--- src/rtl/core/rmd_pkg.sv ---
// rmd_pkg: shared types, constants and step tables of the ripemd-160 engine
// no dependencies; imported by the round unit, the top level and the bench

package rmd_pkg;

	localparam int BUF_WORDS = 16;
	localparam int BUF_AW    = $clog2(BUF_WORDS);
	localparam int ROUNDS    = 80;
	localparam int RND_W     = $clog2(ROUNDS);
	localparam int DIG_WORDS = 5;

	typedef struct packed {
		logic [7:0] data_byte;
		logic       has_byte;
		logic       last_byte;
	} msg_t;

	typedef struct packed {
		logic [31:0] digest_word;
		logic [2:0]  word_index;
		logic        last_word;
	} dig_t;

	typedef struct packed {
		logic [31:0] a;
		logic [31:0] b;
		logic [31:0] c;
		logic [31:0] d;
		logic [31:0] e;
	} line_t;

	typedef enum logic [2:0] {
		ST_IDLE,
		ST_PAD,
		ST_LOAD,
		ST_COMP,
		ST_FIN,
		ST_OUT
	} state_t;

	localparam logic [31:0] IV [DIG_WORDS] = '{
		32'h67452301, 32'hEFCDAB89, 32'h98BADCFE, 32'h10325476, 32'hC3D2E1F0
	};

	localparam logic [31:0] KL [5] = '{
		32'h00000000, 32'h5A827999, 32'h6ED9EBA1, 32'h8F1BBCDC, 32'hA953FD4E
	};

	localparam logic [31:0] KR [5] = '{
		32'h50A28BE6, 32'h5C4DD124, 32'h6D703EF3, 32'h7A6D76E9, 32'h00000000
	};

	localparam logic [3:0] WL [ROUNDS] = '{
		4'd0, 4'd1, 4'd2, 4'd3, 4'd4, 4'd5, 4'd6, 4'd7,
		4'd8, 4'd9, 4'd10, 4'd11, 4'd12, 4'd13, 4'd14, 4'd15,
		4'd7, 4'd4, 4'd13, 4'd1, 4'd10, 4'd6, 4'd15, 4'd3,
		4'd12, 4'd0, 4'd9, 4'd5, 4'd2, 4'd14, 4'd11, 4'd8,
		4'd3, 4'd10, 4'd14, 4'd4, 4'd9, 4'd15, 4'd8, 4'd1,
		4'd2, 4'd7, 4'd0, 4'd6, 4'd13, 4'd11, 4'd5, 4'd12,
		4'd1, 4'd9, 4'd11, 4'd10, 4'd0, 4'd8, 4'd12, 4'd4,
		4'd13, 4'd3, 4'd7, 4'd15, 4'd14, 4'd5, 4'd6, 4'd2,
		4'd4, 4'd0, 4'd5, 4'd9, 4'd7, 4'd12, 4'd2, 4'd10,
		4'd14, 4'd1, 4'd3, 4'd8, 4'd11, 4'd6, 4'd15, 4'd13
	};

	localparam logic [3:0] WR [ROUNDS] = '{
		4'd5, 4'd14, 4'd7, 4'd0, 4'd9, 4'd2, 4'd11, 4'd4,
		4'd13, 4'd6, 4'd15, 4'd8, 4'd1, 4'd10, 4'd3, 4'd12,
		4'd6, 4'd11, 4'd3, 4'd7, 4'd0, 4'd13, 4'd5, 4'd10,
		4'd14, 4'd15, 4'd8, 4'd12, 4'd4, 4'd9, 4'd1, 4'd2,
		4'd15, 4'd5, 4'd1, 4'd3, 4'd7, 4'd14, 4'd6, 4'd9,
		4'd11, 4'd8, 4'd12, 4'd2, 4'd10, 4'd0, 4'd4, 4'd13,
		4'd8, 4'd6, 4'd4, 4'd1, 4'd3, 4'd11, 4'd15, 4'd0,
		4'd5, 4'd12, 4'd2, 4'd13, 4'd9, 4'd7, 4'd10, 4'd14,
		4'd12, 4'd15, 4'd10, 4'd4, 4'd1, 4'd5, 4'd8, 4'd7,
		4'd6, 4'd2, 4'd13, 4'd14, 4'd0, 4'd3, 4'd9, 4'd11
	};

	localparam logic [3:0] SL [ROUNDS] = '{
		4'd11, 4'd14, 4'd15, 4'd12, 4'd5, 4'd8, 4'd7, 4'd9,
		4'd11, 4'd13, 4'd14, 4'd15, 4'd6, 4'd7, 4'd9, 4'd8,
		4'd7, 4'd6, 4'd8, 4'd13, 4'd11, 4'd9, 4'd7, 4'd15,
		4'd7, 4'd12, 4'd15, 4'd9, 4'd11, 4'd7, 4'd13, 4'd12,
		4'd11, 4'd13, 4'd6, 4'd7, 4'd14, 4'd9, 4'd13, 4'd15,
		4'd14, 4'd8, 4'd13, 4'd6, 4'd5, 4'd12, 4'd7, 4'd5,
		4'd11, 4'd12, 4'd14, 4'd15, 4'd14, 4'd15, 4'd9, 4'd8,
		4'd9, 4'd14, 4'd5, 4'd6, 4'd8, 4'd6, 4'd5, 4'd12,
		4'd9, 4'd15, 4'd5, 4'd11, 4'd6, 4'd8, 4'd13, 4'd12,
		4'd5, 4'd12, 4'd13, 4'd14, 4'd11, 4'd8, 4'd5, 4'd6
	};

	localparam logic [3:0] SR [ROUNDS] = '{
		4'd8, 4'd9, 4'd9, 4'd11, 4'd13, 4'd15, 4'd15, 4'd5,
		4'd7, 4'd7, 4'd8, 4'd11, 4'd14, 4'd14, 4'd12, 4'd6,
		4'd9, 4'd13, 4'd15, 4'd7, 4'd12, 4'd8, 4'd9, 4'd11,
		4'd7, 4'd7, 4'd12, 4'd7, 4'd6, 4'd15, 4'd13, 4'd11,
		4'd9, 4'd7, 4'd15, 4'd11, 4'd8, 4'd6, 4'd6, 4'd14,
		4'd12, 4'd13, 4'd5, 4'd14, 4'd13, 4'd13, 4'd7, 4'd5,
		4'd15, 4'd5, 4'd8, 4'd11, 4'd14, 4'd14, 4'd6, 4'd14,
		4'd6, 4'd9, 4'd12, 4'd9, 4'd12, 4'd5, 4'd15, 4'd8,
		4'd8, 4'd5, 4'd12, 4'd9, 4'd12, 4'd5, 4'd14, 4'd6,
		4'd8, 4'd13, 4'd6, 4'd5, 4'd15, 4'd13, 4'd11, 4'd11
	};

	function automatic logic [31:0] rotl(input logic [31:0] x, input logic [3:0] n);
		logic [63:0] t;
		t = {x, x} << n;
		return t[63:32];
	endfunction

	function automatic logic [31:0] boolfn(input logic [2:0] sel, input logic [31:0] x,
			input logic [31:0] y, input logic [31:0] z);
		logic [31:0] f;
		case (sel)
			3'd0: f = x ^ y ^ z;
			3'd1: f = (x & y) | (~x & z);
			3'd2: f = (x | ~y) ^ z;
			3'd3: f = (x & z) | (y & ~z);
			default: f = x ^ (y | ~z);
		endcase
		return f;
	endfunction

endpackage

--- src/rtl/core/rmd_ram.sv ---
// rmd_ram: generic ram, one write port and two registered read ports
// no dependencies

module rmd_ram #(
	parameter int WIDTH = 32,
	parameter int DEPTH = 16
) (
	input  logic                     clk,
	input  logic                     we,
	input  logic [$clog2(DEPTH)-1:0] waddr,
	input  logic [WIDTH-1:0]         wdata,
	input  logic [$clog2(DEPTH)-1:0] raddr_a,
	input  logic [$clog2(DEPTH)-1:0] raddr_b,
	output logic [WIDTH-1:0]         rdata_a,
	output logic [WIDTH-1:0]         rdata_b
);

	logic [WIDTH-1:0] mem_q [DEPTH];

	always_ff @(posedge clk) begin
		if (we) begin
			mem_q[waddr] <= wdata;
		end
		rdata_a <= mem_q[raddr_a];
		rdata_b <= mem_q[raddr_b];
	end

endmodule

--- src/rtl/core/rmd_round.sv ---
// rmd_round: one step of one compression line
// depends on rmd_pkg for the line type, rotate and boolean functions

module rmd_round
	import rmd_pkg::*;
(
	input  line_t       cur,
	input  logic [31:0] w,
	input  logic [31:0] k,
	input  logic [2:0]  fsel,
	input  logic [3:0]  shamt,
	output line_t       nxt
);

	logic [31:0] sum;

	assign sum   = cur.a + boolfn(fsel, cur.b, cur.c, cur.d) + w + k;
	assign nxt.a = cur.e;
	assign nxt.b = rotl(sum, shamt) + cur.e;
	assign nxt.c = cur.b;
	assign nxt.d = rotl(cur.c, 4'd10);
	assign nxt.e = cur.d;

endmodule

--- src/rtl/core/ripemd160_hash_engine_top.sv ---
// ripemd160_hash_engine_top: byte-stream ripemd-160 engine with padding and digest output
// depends on rmd_pkg, rmd_ram and rmd_round
//
//  channel | direction | handshake            | payload
//  msg     | in        | msg_valid, msg_stall | msg_t: data_byte, has_byte, last_byte
//  dig     | out       | dig_valid, dig_stall | dig_t: digest_word, word_index, last_word
//
// a byte item is taken in the cycle it is offered while idle; the item that fills the block
// starts a compression (one load, 80 steps of both lines in the two round units, one chaining update)
// an ending item adds 16 - pos/4 pad-word writes (pos counts its own byte) and a compression,
// another 16 writes and a compression when pos is 56 or more, a compression in front when its byte
// fills the block; then the five digest words enter the output register one by one
// arst_n clears control, the byte position and the bit count, and loads the chaining words with the IV
// msg_stall is high whenever the sequencer is busy; dig_stall holds the output register

module ripemd160_hash_engine_top
	import rmd_pkg::*;
(
	input  logic clk,
	input  logic arst_n,
	input  logic msg_valid,
	output logic msg_stall,
	input  msg_t msg,
	output logic dig_valid,
	input  logic dig_stall,
	output dig_t dig
);

	// sequencer and message bookkeeping
	state_t            state_q, state_d;
	logic [5:0]        pos_q;
	logic [63:0]       bits_q;
	logic [23:0]       acc_q;
	logic [BUF_AW-1:0] wptr_q;
	logic              first_q;
	logic              extra_q;
	logic              fin_q;
	logic              lendone_q;
	logic [RND_W-1:0]  rnd_q;
	logic [2:0]        oidx_q;
	logic [31:0]       chain_q [DIG_WORDS];
	line_t             left_q, right_q;
	line_t             left_nxt, right_nxt;
	dig_t              out_q;
	logic              out_vld_q;

	logic              accept;
	logic              blk_full;
	logic [5:0]        new_pos;
	logic              load_out;

	// block buffer port signals
	logic              ram_we;
	logic [BUF_AW-1:0] ram_waddr;
	logic [31:0]       ram_wdata;
	logic [BUF_AW-1:0] ram_ra, ram_rb;
	logic [31:0]       ram_da, ram_db;
	logic [RND_W-1:0]  rnd_rd;
	logic [31:0]       pad_word;
	logic [31:0]       acc_ext;

	logic [2:0]        grp;

	assign msg_stall = (state_q != ST_IDLE);
	assign accept    = msg_valid && (state_q == ST_IDLE);
	assign blk_full  = accept && msg.has_byte && (pos_q == 6'd63);
	assign new_pos   = msg.has_byte ? pos_q + 6'd1 : pos_q;
	assign load_out  = (state_q == ST_OUT) && (!out_vld_q || !dig_stall);
	assign dig_valid = out_vld_q;
	assign dig       = out_q;

	// step group selects the boolean function and constants of both lines
	assign grp = rnd_q[RND_W-1:4];

	// message words live in a 16 x 32 buffer, both lines read it each step
	rmd_ram #(
		.WIDTH(32),
		.DEPTH(BUF_WORDS)
	) u_buf (
		.clk    (clk),
		.we     (ram_we),
		.waddr  (ram_waddr),
		.wdata  (ram_wdata),
		.raddr_a(ram_ra),
		.raddr_b(ram_rb),
		.rdata_a(ram_da),
		.rdata_b(ram_db)
	);

	rmd_round u_left (
		.cur  (left_q),
		.w    (ram_da),
		.k    (KL[grp]),
		.fsel (grp),
		.shamt(SL[rnd_q]),
		.nxt  (left_nxt)
	);

	rmd_round u_right (
		.cur  (right_q),
		.w    (ram_db),
		.k    (KR[grp]),
		.fsel (3'd4 - grp),
		.shamt(SR[rnd_q]),
		.nxt  (right_nxt)
	);

	// first pad word: pending bytes, then 0x80, then zeros
	assign acc_ext = {8'h00, acc_q};
	always_comb begin
		for (int k = 0; k < 4; k++) begin
			if (2'(k) < pos_q[1:0]) begin
				pad_word[8*k +: 8] = acc_ext[8*k +: 8];
			end else if (2'(k) == pos_q[1:0]) begin
				pad_word[8*k +: 8] = 8'h80;
			end else begin
				pad_word[8*k +: 8] = 8'h00;
			end
		end
	end

	// read one step ahead, the buffer read is registered
	assign rnd_rd = (rnd_q == RND_W'(ROUNDS - 1)) ? '0 : rnd_q + 1'b1;

	// next state
	always_comb begin
		state_d = state_q;
		case (state_q)
			ST_IDLE: begin
				if (blk_full) begin
					state_d = ST_LOAD;
				end else if (accept && msg.last_byte) begin
					state_d = ST_PAD;
				end
			end
			ST_PAD: begin
				if (wptr_q == BUF_AW'(BUF_WORDS - 1)) begin
					state_d = ST_LOAD;
				end
			end
			ST_LOAD: state_d = ST_COMP;
			ST_COMP: begin
				if (rnd_q == RND_W'(ROUNDS - 1)) begin
					state_d = ST_FIN;
				end
			end
			ST_FIN: begin
				if (!fin_q) begin
					state_d = ST_IDLE;
				end else if (lendone_q) begin
					state_d = ST_OUT;
				end else begin
					state_d = ST_PAD;
				end
			end
			ST_OUT: begin
				if (load_out && oidx_q == 3'(DIG_WORDS - 1)) begin
					state_d = ST_IDLE;
				end
			end
			default: state_d = ST_IDLE;
		endcase
	end

	// buffer write and read addressing
	always_comb begin
		ram_we    = 1'b0;
		ram_waddr = wptr_q;
		ram_wdata = 32'h0;
		ram_ra    = '0;
		ram_rb    = '0;
		case (state_q)
			ST_IDLE: begin
				// a word is written once its fourth byte arrives
				if (accept && msg.has_byte && pos_q[1:0] == 2'd3) begin
					ram_we    = 1'b1;
					ram_waddr = pos_q[5:2];
					ram_wdata = {msg.data_byte, acc_q};
				end
			end
			ST_PAD: begin
				ram_we    = 1'b1;
				ram_waddr = wptr_q;
				if (first_q) begin
					ram_wdata = pad_word;
				end else if (!extra_q && wptr_q == BUF_AW'(BUF_WORDS - 2)) begin
					ram_wdata = bits_q[31:0];
				end else if (!extra_q && wptr_q == BUF_AW'(BUF_WORDS - 1)) begin
					ram_wdata = bits_q[63:32];
				end
			end
			ST_LOAD: begin
				ram_ra = WL[0];
				ram_rb = WR[0];
			end
			ST_COMP: begin
				ram_ra = WL[rnd_rd];
				ram_rb = WR[rnd_rd];
			end
			default: ;
		endcase
	end

	// control state, bit count and chaining words
	always_ff @(posedge clk or negedge arst_n) begin
		if (!arst_n) begin
			state_q   <= ST_IDLE;
			pos_q     <= '0;
			bits_q    <= '0;
			wptr_q    <= '0;
			first_q   <= 1'b0;
			extra_q   <= 1'b0;
			fin_q     <= 1'b0;
			lendone_q <= 1'b0;
			rnd_q     <= '0;
			oidx_q    <= '0;
			out_vld_q <= 1'b0;
			for (int i = 0; i < DIG_WORDS; i++) begin
				chain_q[i] <= IV[i];
			end
		end else begin
			state_q <= state_d;
			case (state_q)
				ST_IDLE: begin
					if (accept) begin
						if (msg.has_byte) begin
							bits_q <= bits_q + 64'd8;
						end
						pos_q     <= new_pos;
						fin_q     <= msg.last_byte;
						first_q   <= 1'b1;
						lendone_q <= 1'b0;
						wptr_q    <= new_pos[5:2];
						// no room for the length after the 0x80 byte
						extra_q   <= (new_pos >= 6'd56);
					end
				end
				ST_PAD: begin
					wptr_q  <= wptr_q + 1'b1;
					first_q <= 1'b0;
					if (wptr_q == BUF_AW'(BUF_WORDS - 1)) begin
						if (extra_q) begin
							extra_q <= 1'b0;
						end else begin
							lendone_q <= 1'b1;
						end
					end
				end
				ST_LOAD: rnd_q <= '0;
				ST_COMP: rnd_q <= rnd_q + 1'b1;
				ST_FIN: begin
					chain_q[0] <= chain_q[1] + left_q.c + right_q.d;
					chain_q[1] <= chain_q[2] + left_q.d + right_q.e;
					chain_q[2] <= chain_q[3] + left_q.e + right_q.a;
					chain_q[3] <= chain_q[4] + left_q.a + right_q.b;
					chain_q[4] <= chain_q[0] + left_q.b + right_q.c;
					oidx_q     <= '0;
				end
				ST_OUT: begin
					if (load_out) begin
						oidx_q <= oidx_q + 3'd1;
						if (oidx_q == 3'(DIG_WORDS - 1)) begin
							// ready for the next message
							pos_q  <= '0;
							bits_q <= '0;
							fin_q  <= 1'b0;
							for (int i = 0; i < DIG_WORDS; i++) begin
								chain_q[i] <= IV[i];
							end
						end
					end
				end
				default: ;
			endcase
			if (load_out) begin
				out_vld_q <= 1'b1;
			end else if (!dig_stall) begin
				out_vld_q <= 1'b0;
			end
		end
	end

	// payload registers
	always_ff @(posedge clk) begin
		if (accept && msg.has_byte) begin
			case (pos_q[1:0])
				2'd0: acc_q[7:0]   <= msg.data_byte;
				2'd1: acc_q[15:8]  <= msg.data_byte;
				2'd2: acc_q[23:16] <= msg.data_byte;
				default: ;
			endcase
		end
		if (state_q == ST_LOAD) begin
			left_q  <= '{a: chain_q[0], b: chain_q[1], c: chain_q[2], d: chain_q[3],
				e: chain_q[4]};
			right_q <= '{a: chain_q[0], b: chain_q[1], c: chain_q[2], d: chain_q[3],
				e: chain_q[4]};
		end else if (state_q == ST_COMP) begin
			left_q  <= left_nxt;
			right_q <= right_nxt;
		end
		if (load_out) begin
			out_q.digest_word <= chain_q[oidx_q];
			out_q.word_index  <= oidx_q;
			out_q.last_word   <= (oidx_q == 3'(DIG_WORDS - 1));
		end
	end

`ifndef SYNTHESIS
	// the byte that fills the block starts a compression
	a_full_starts: assert property (@(posedge clk) disable iff (!arst_n)
		blk_full |=> state_q == ST_LOAD)
		else $error("full block did not start compression");

	// the length block is written before the digest leaves
	a_len_written: assert property (@(posedge clk) disable iff (!arst_n)
		state_q == ST_PAD && !extra_q && wptr_q == BUF_AW'(BUF_WORDS - 1) |=> lendone_q)
		else $error("length words not marked written");

	a_out_after_len: assert property (@(posedge clk) disable iff (!arst_n)
		state_q == ST_OUT |-> lendone_q && fin_q)
		else $error("digest output without finished padding");

	// the final word carries the last index
	a_last_index: assert property (@(posedge clk) disable iff (!arst_n)
		dig_valid && dig.last_word |-> dig.word_index == 3'(DIG_WORDS - 1))
		else $error("last word flag on wrong index");
`endif

endmodule

--- config.mk ---
export PLATFORM = sky130hd
export DESIGN_NAME = ripemd160_hash_engine_top
export DESIGN_NICKNAME = d
export VERILOG_FILES = /design/src/rtl/core/rmd_pkg.sv /design/src/rtl/core/rmd_ram.sv /design/src/rtl/core/rmd_round.sv /design/src/rtl/core/ripemd160_hash_engine_top.sv
export SDC_FILE = /design/constraint.sdc
export NUM_CORES = 2
export LEC_CHECK = 0
export ABC_AREA = 1
export ABC_CLOCK_PERIOD_IN_PS = 12800
export BUFFER_PORTS_ARGS = -buffer_cell sky130_fd_sc_hd__buf_2
export CORE_MARGIN = 1
export CORE_UTILIZATION = 42
export CTS_CLUSTER_DIAMETER = 100
export DETAILED_ROUTE_END_ITERATION = 8
export PLACE_DENSITY = 0.56
export SYNTH_ARGS = -nofsm -noshare
export SYNTH_HDL_FRONTEND = slang
export SYNTH_HIERARCHICAL = 1
export SYNTH_SLANG_ARGS = --single-unit
--- constraint.sdc ---
create_clock -name clk -period 12.8 [get_ports clk]
set_clock_uncertainty 0.05 [all_clocks]
set_input_delay 2.56 -clock clk [delete_from_list [all_inputs] [get_ports clk]]
set_output_delay 2.56 -clock clk [all_outputs]
set_load 0.02 [all_outputs]
==> impl_metrics.toml <==
[synth]
ys.flop_type = "edfxtp_1"
syn_area_um2 = 93800
yosysWarnings = 6
yosys.area_share.simple_pct = 30.5
async_reset_ff_share_pct = 20.7
synthAdderAreaFrac_pct = 10.9
ys_types = 73
ys_seq_elements = 1205
syn_inst = 12500
synth_seq_area_share_pct = 36.7
synth_compound_area_share_pct = 8.22
synth-edff-count = 892
synth-xor-area-share_pct = 2.10
synth_mux_area_share_pct = 0.779
synth_top_family_by_area = "simple AND/OR/NAND/NOR gates"
avgSynthCellArea_um2 = 7.52

[sta]
slew_headroom_pct = 17.1
fin_crit_sh_pct = 78.5
fin_crit_ns = 10.05
drv_slew = 0
timing_hold_violations_final = 0
tns_ns = 0
rsz0062_at_grt = "false"
fmax_ghz = 0.0995
setup_slack_ns = 2.75
tightest_slew_ns = 1.24
setup_violations = 0

[floorplan]
initial_core_util_pct = 42.2
fp.dieH_um = 475
core-area_um2 = 222000
die_w_um = 475
die_area_um2 = 225000
io_pins = 52
rows = 173

[clocking]
hold_buffers = 0
clk_pin_slew_worst_paths_ns = 0.06
cts_root_buf = "clkbuf_16"
cts_sinks = 1205
clock_path_buffers = 3
post_cts_buffers = 0
h-tree-depth = 4
numCtsBuffers = 152
ctsResizeCount = 0
clock_latency_ns = 0.86
cts_tree = "done"

[global_route]
grt_start_max_net_pins = 161
met1_usage_pct = 52.1
grt_pass1_wl_mm = 621
grt_pass1_vias = 81700
grtUsageTotal_pct = 39.2
grt.met3_usage_pct = 10.2
antenna_found_initial = 20
top_usage_layer = "met2"
use_met2_pct = 57.0
overflow = 0

[worst_setup_path]
path_class = "flip-flop to flip-flop"
worstPathArrival_ns = 10.70
crit_required_ns = 13.45
path_common_cell = "nand2_1"
cp-start-kind = "flip-flop"
crit_path_top_delay_cell = "fa_1"
crit_path_max_fanout = 35
reg2reg_from = "rnd_q[6]"
rr_endpoint = "left_q[125]"
ff2ff_path_depth = 37
critPathCaptureType = "flip-flop"
cp_slowest_stage_delay_ns = 0.79
rrSetupSlack_ns = 2.75

[detailed_routing]
vias_per_cell = 5.88
wl_per_cell_um = 29.7
vias = 89400
antenna_left = 0
routed_wl_mm = 451
drc = 0
drtIter0Drc = 12900
drt_first_pass_iters = 9

[cells_and_area]
layout_common_cells = "3,971 x nand2_1, 1,707 x nand3_1, 1,474 x inv_1, 892 x edfxtp_1, 549 x o21ai_0"
drive_above_1_share_pct = 6.42
final_common_cell = "nand2_1"
syn2layout_area_growth_pct = 6.66
fin_nets = 12800

[outcome]
status = "complete, no violations"

[hold_path]
hp-class = "flip-flop to flip-flop"
holdPathEnd = "chain_q[79]"
min_path_cells = 2
hp-start = "chain_q[79]"

[place]
gp_congestion = 1.07
pre_cts_ws_ns = 3.10
port_buffers = 51
dp_hpwl_mm = 344

[flow_run]
cap_violations = 0
-- metrics by stage --
stage	hold WS [ns]	utilization (%)	std cells	cell area, um^2
floorplan	0.401	-	12500	93800
global placement	0.442	42.7	14900	94800
detailed placement	0.446	42.7	14900	94800
CTS	0.460	45.0	15200	100000
global route	0.488	45.0	15200	100000
finish	0.459	45.0	15200	100000
-- layer usage --
metal | share of wire, % | wire length [um]
met1 | 40 | 182000
met2 | 42 | 190000
met3 | 11 | 48600
met4 | 6.9 | 31100
met5 | 0.012 | 54
-- critical path, delay by kind of cell (launching register included) --
kind	cells	cell delay, ns
buf+inv	5	1.42
compound gates	8	1.89
mux	1	0.19
fa+ha+maj	3	1.37
flops	1	0.65
simple gates	19	4.00
xor+xnor	1	0.21
-- final cells by class --
type                            count  area (um^2)
Tap cell                         2975         3720
Antenna cell                       12         30.0
Clock inverter                     71          960
Inverter                         1514         5720
Multi-Input combinational cell   9029        49600
Fill cell                       22300       122000
Clock buffer                      211         4200
Timing Repair Buffer              195         1410
Sequential cell                  1205        34400
-- flip-flops by register name, summed over array words and instances, names as in the netlist --
name,count
fin_q,1
right_q,160
state_q,3
u_buf/rdata_a,32
rnd_q,7
dig_valid,1
bits_q,61
pos_q,6
left_q,160
u_buf/mem_q,512
wptr_q,4
u_buf/rdata_b,32
extra_q,1
oidx_q,3
chain_q,160
lendone_q,1
acc_q,24
dig,36
first_q,1
-- worst max-delay path by stage --
| stage | startpoint | endpoint | slack [ns] |
|---|---|---|---|
| finish | rnd_q[6] | left_q[125] | 2.75 |
| floorplan | rnd_q[4] | right_q[118] | 5.47 |
| CTS | rnd_q[6] | right_q[116] | 3.08 |
| detailed placement | rnd_q[6] | right_q[118] | 3.10 |
| global placement | rnd_q[6] | right_q[116] | 3.04 |
| global route | rnd_q[6] | right_q[116] | 2.31 |
-- cells by family (layout without fill, tap and decap cells) --
family | after synthesis | in the layout
and+or+nand+nor | 6710 | 6710
buffers and inverters | 2241 | 1991
AOI/OAI and AO/OA | 1369 | 1369
DFF | 1205 | 1205
adders and majority gates | 649 | 649
xor gates and xnor gates | 224 | 224
muxes | 73 | 73
other | 1 | 16
-- synthesized netlist by cell type (14+ instances only) --
master | count | area [um^2]
nand4_1 | 134 | 838
nand3_2 | 27 | 270
o21bai_1 | 44 | 330
dfstp_2 | 80 | 2100
o21ai_1 | 31 | 155
mux2i_1 | 73 | 731
a21oi_1 | 431 | 2160
dfxtp_1 | 64 | 1280
nor2_1 | 569 | 2140
xor2_1 | 172 | 1510
or2_2 | 75 | 469
buf_2 | 185 | 926
o21a_1 | 17 | 128
o221ai_1 | 14 | 123
nor3_1 | 92 | 460
edfxtp_1 | 892 | 26800
buf_6 | 52 | 586
dfrtp_1 | 169 | 4230
nor2_2 | 16 | 100
nand2_2 | 34 | 213
buf_1 | 54 | 203
nand3_1 | 1710 | 8560
inv_1 | 1482 | 5560
o22ai_1 | 66 | 413
inv_2 | 24 | 90.1
o211ai_1 | 78 | 586
buf_4 | 279 | 2090
nand2_1 | 3974 | 14900
a21o_1 | 14 | 105
ha_1 | 363 | 4540
a31oi_1 | 41 | 257
xnor2_1 | 51 | 447
o21ai_0 | 559 | 2800
nand3b_1 | 25 | 188
fa_1 | 286 | 5730
clkbuf_1 | 154 | 578
Power is not shown: default switching activity piles up to over one toggle a cycle in this logic, so the estimate is an artifact.
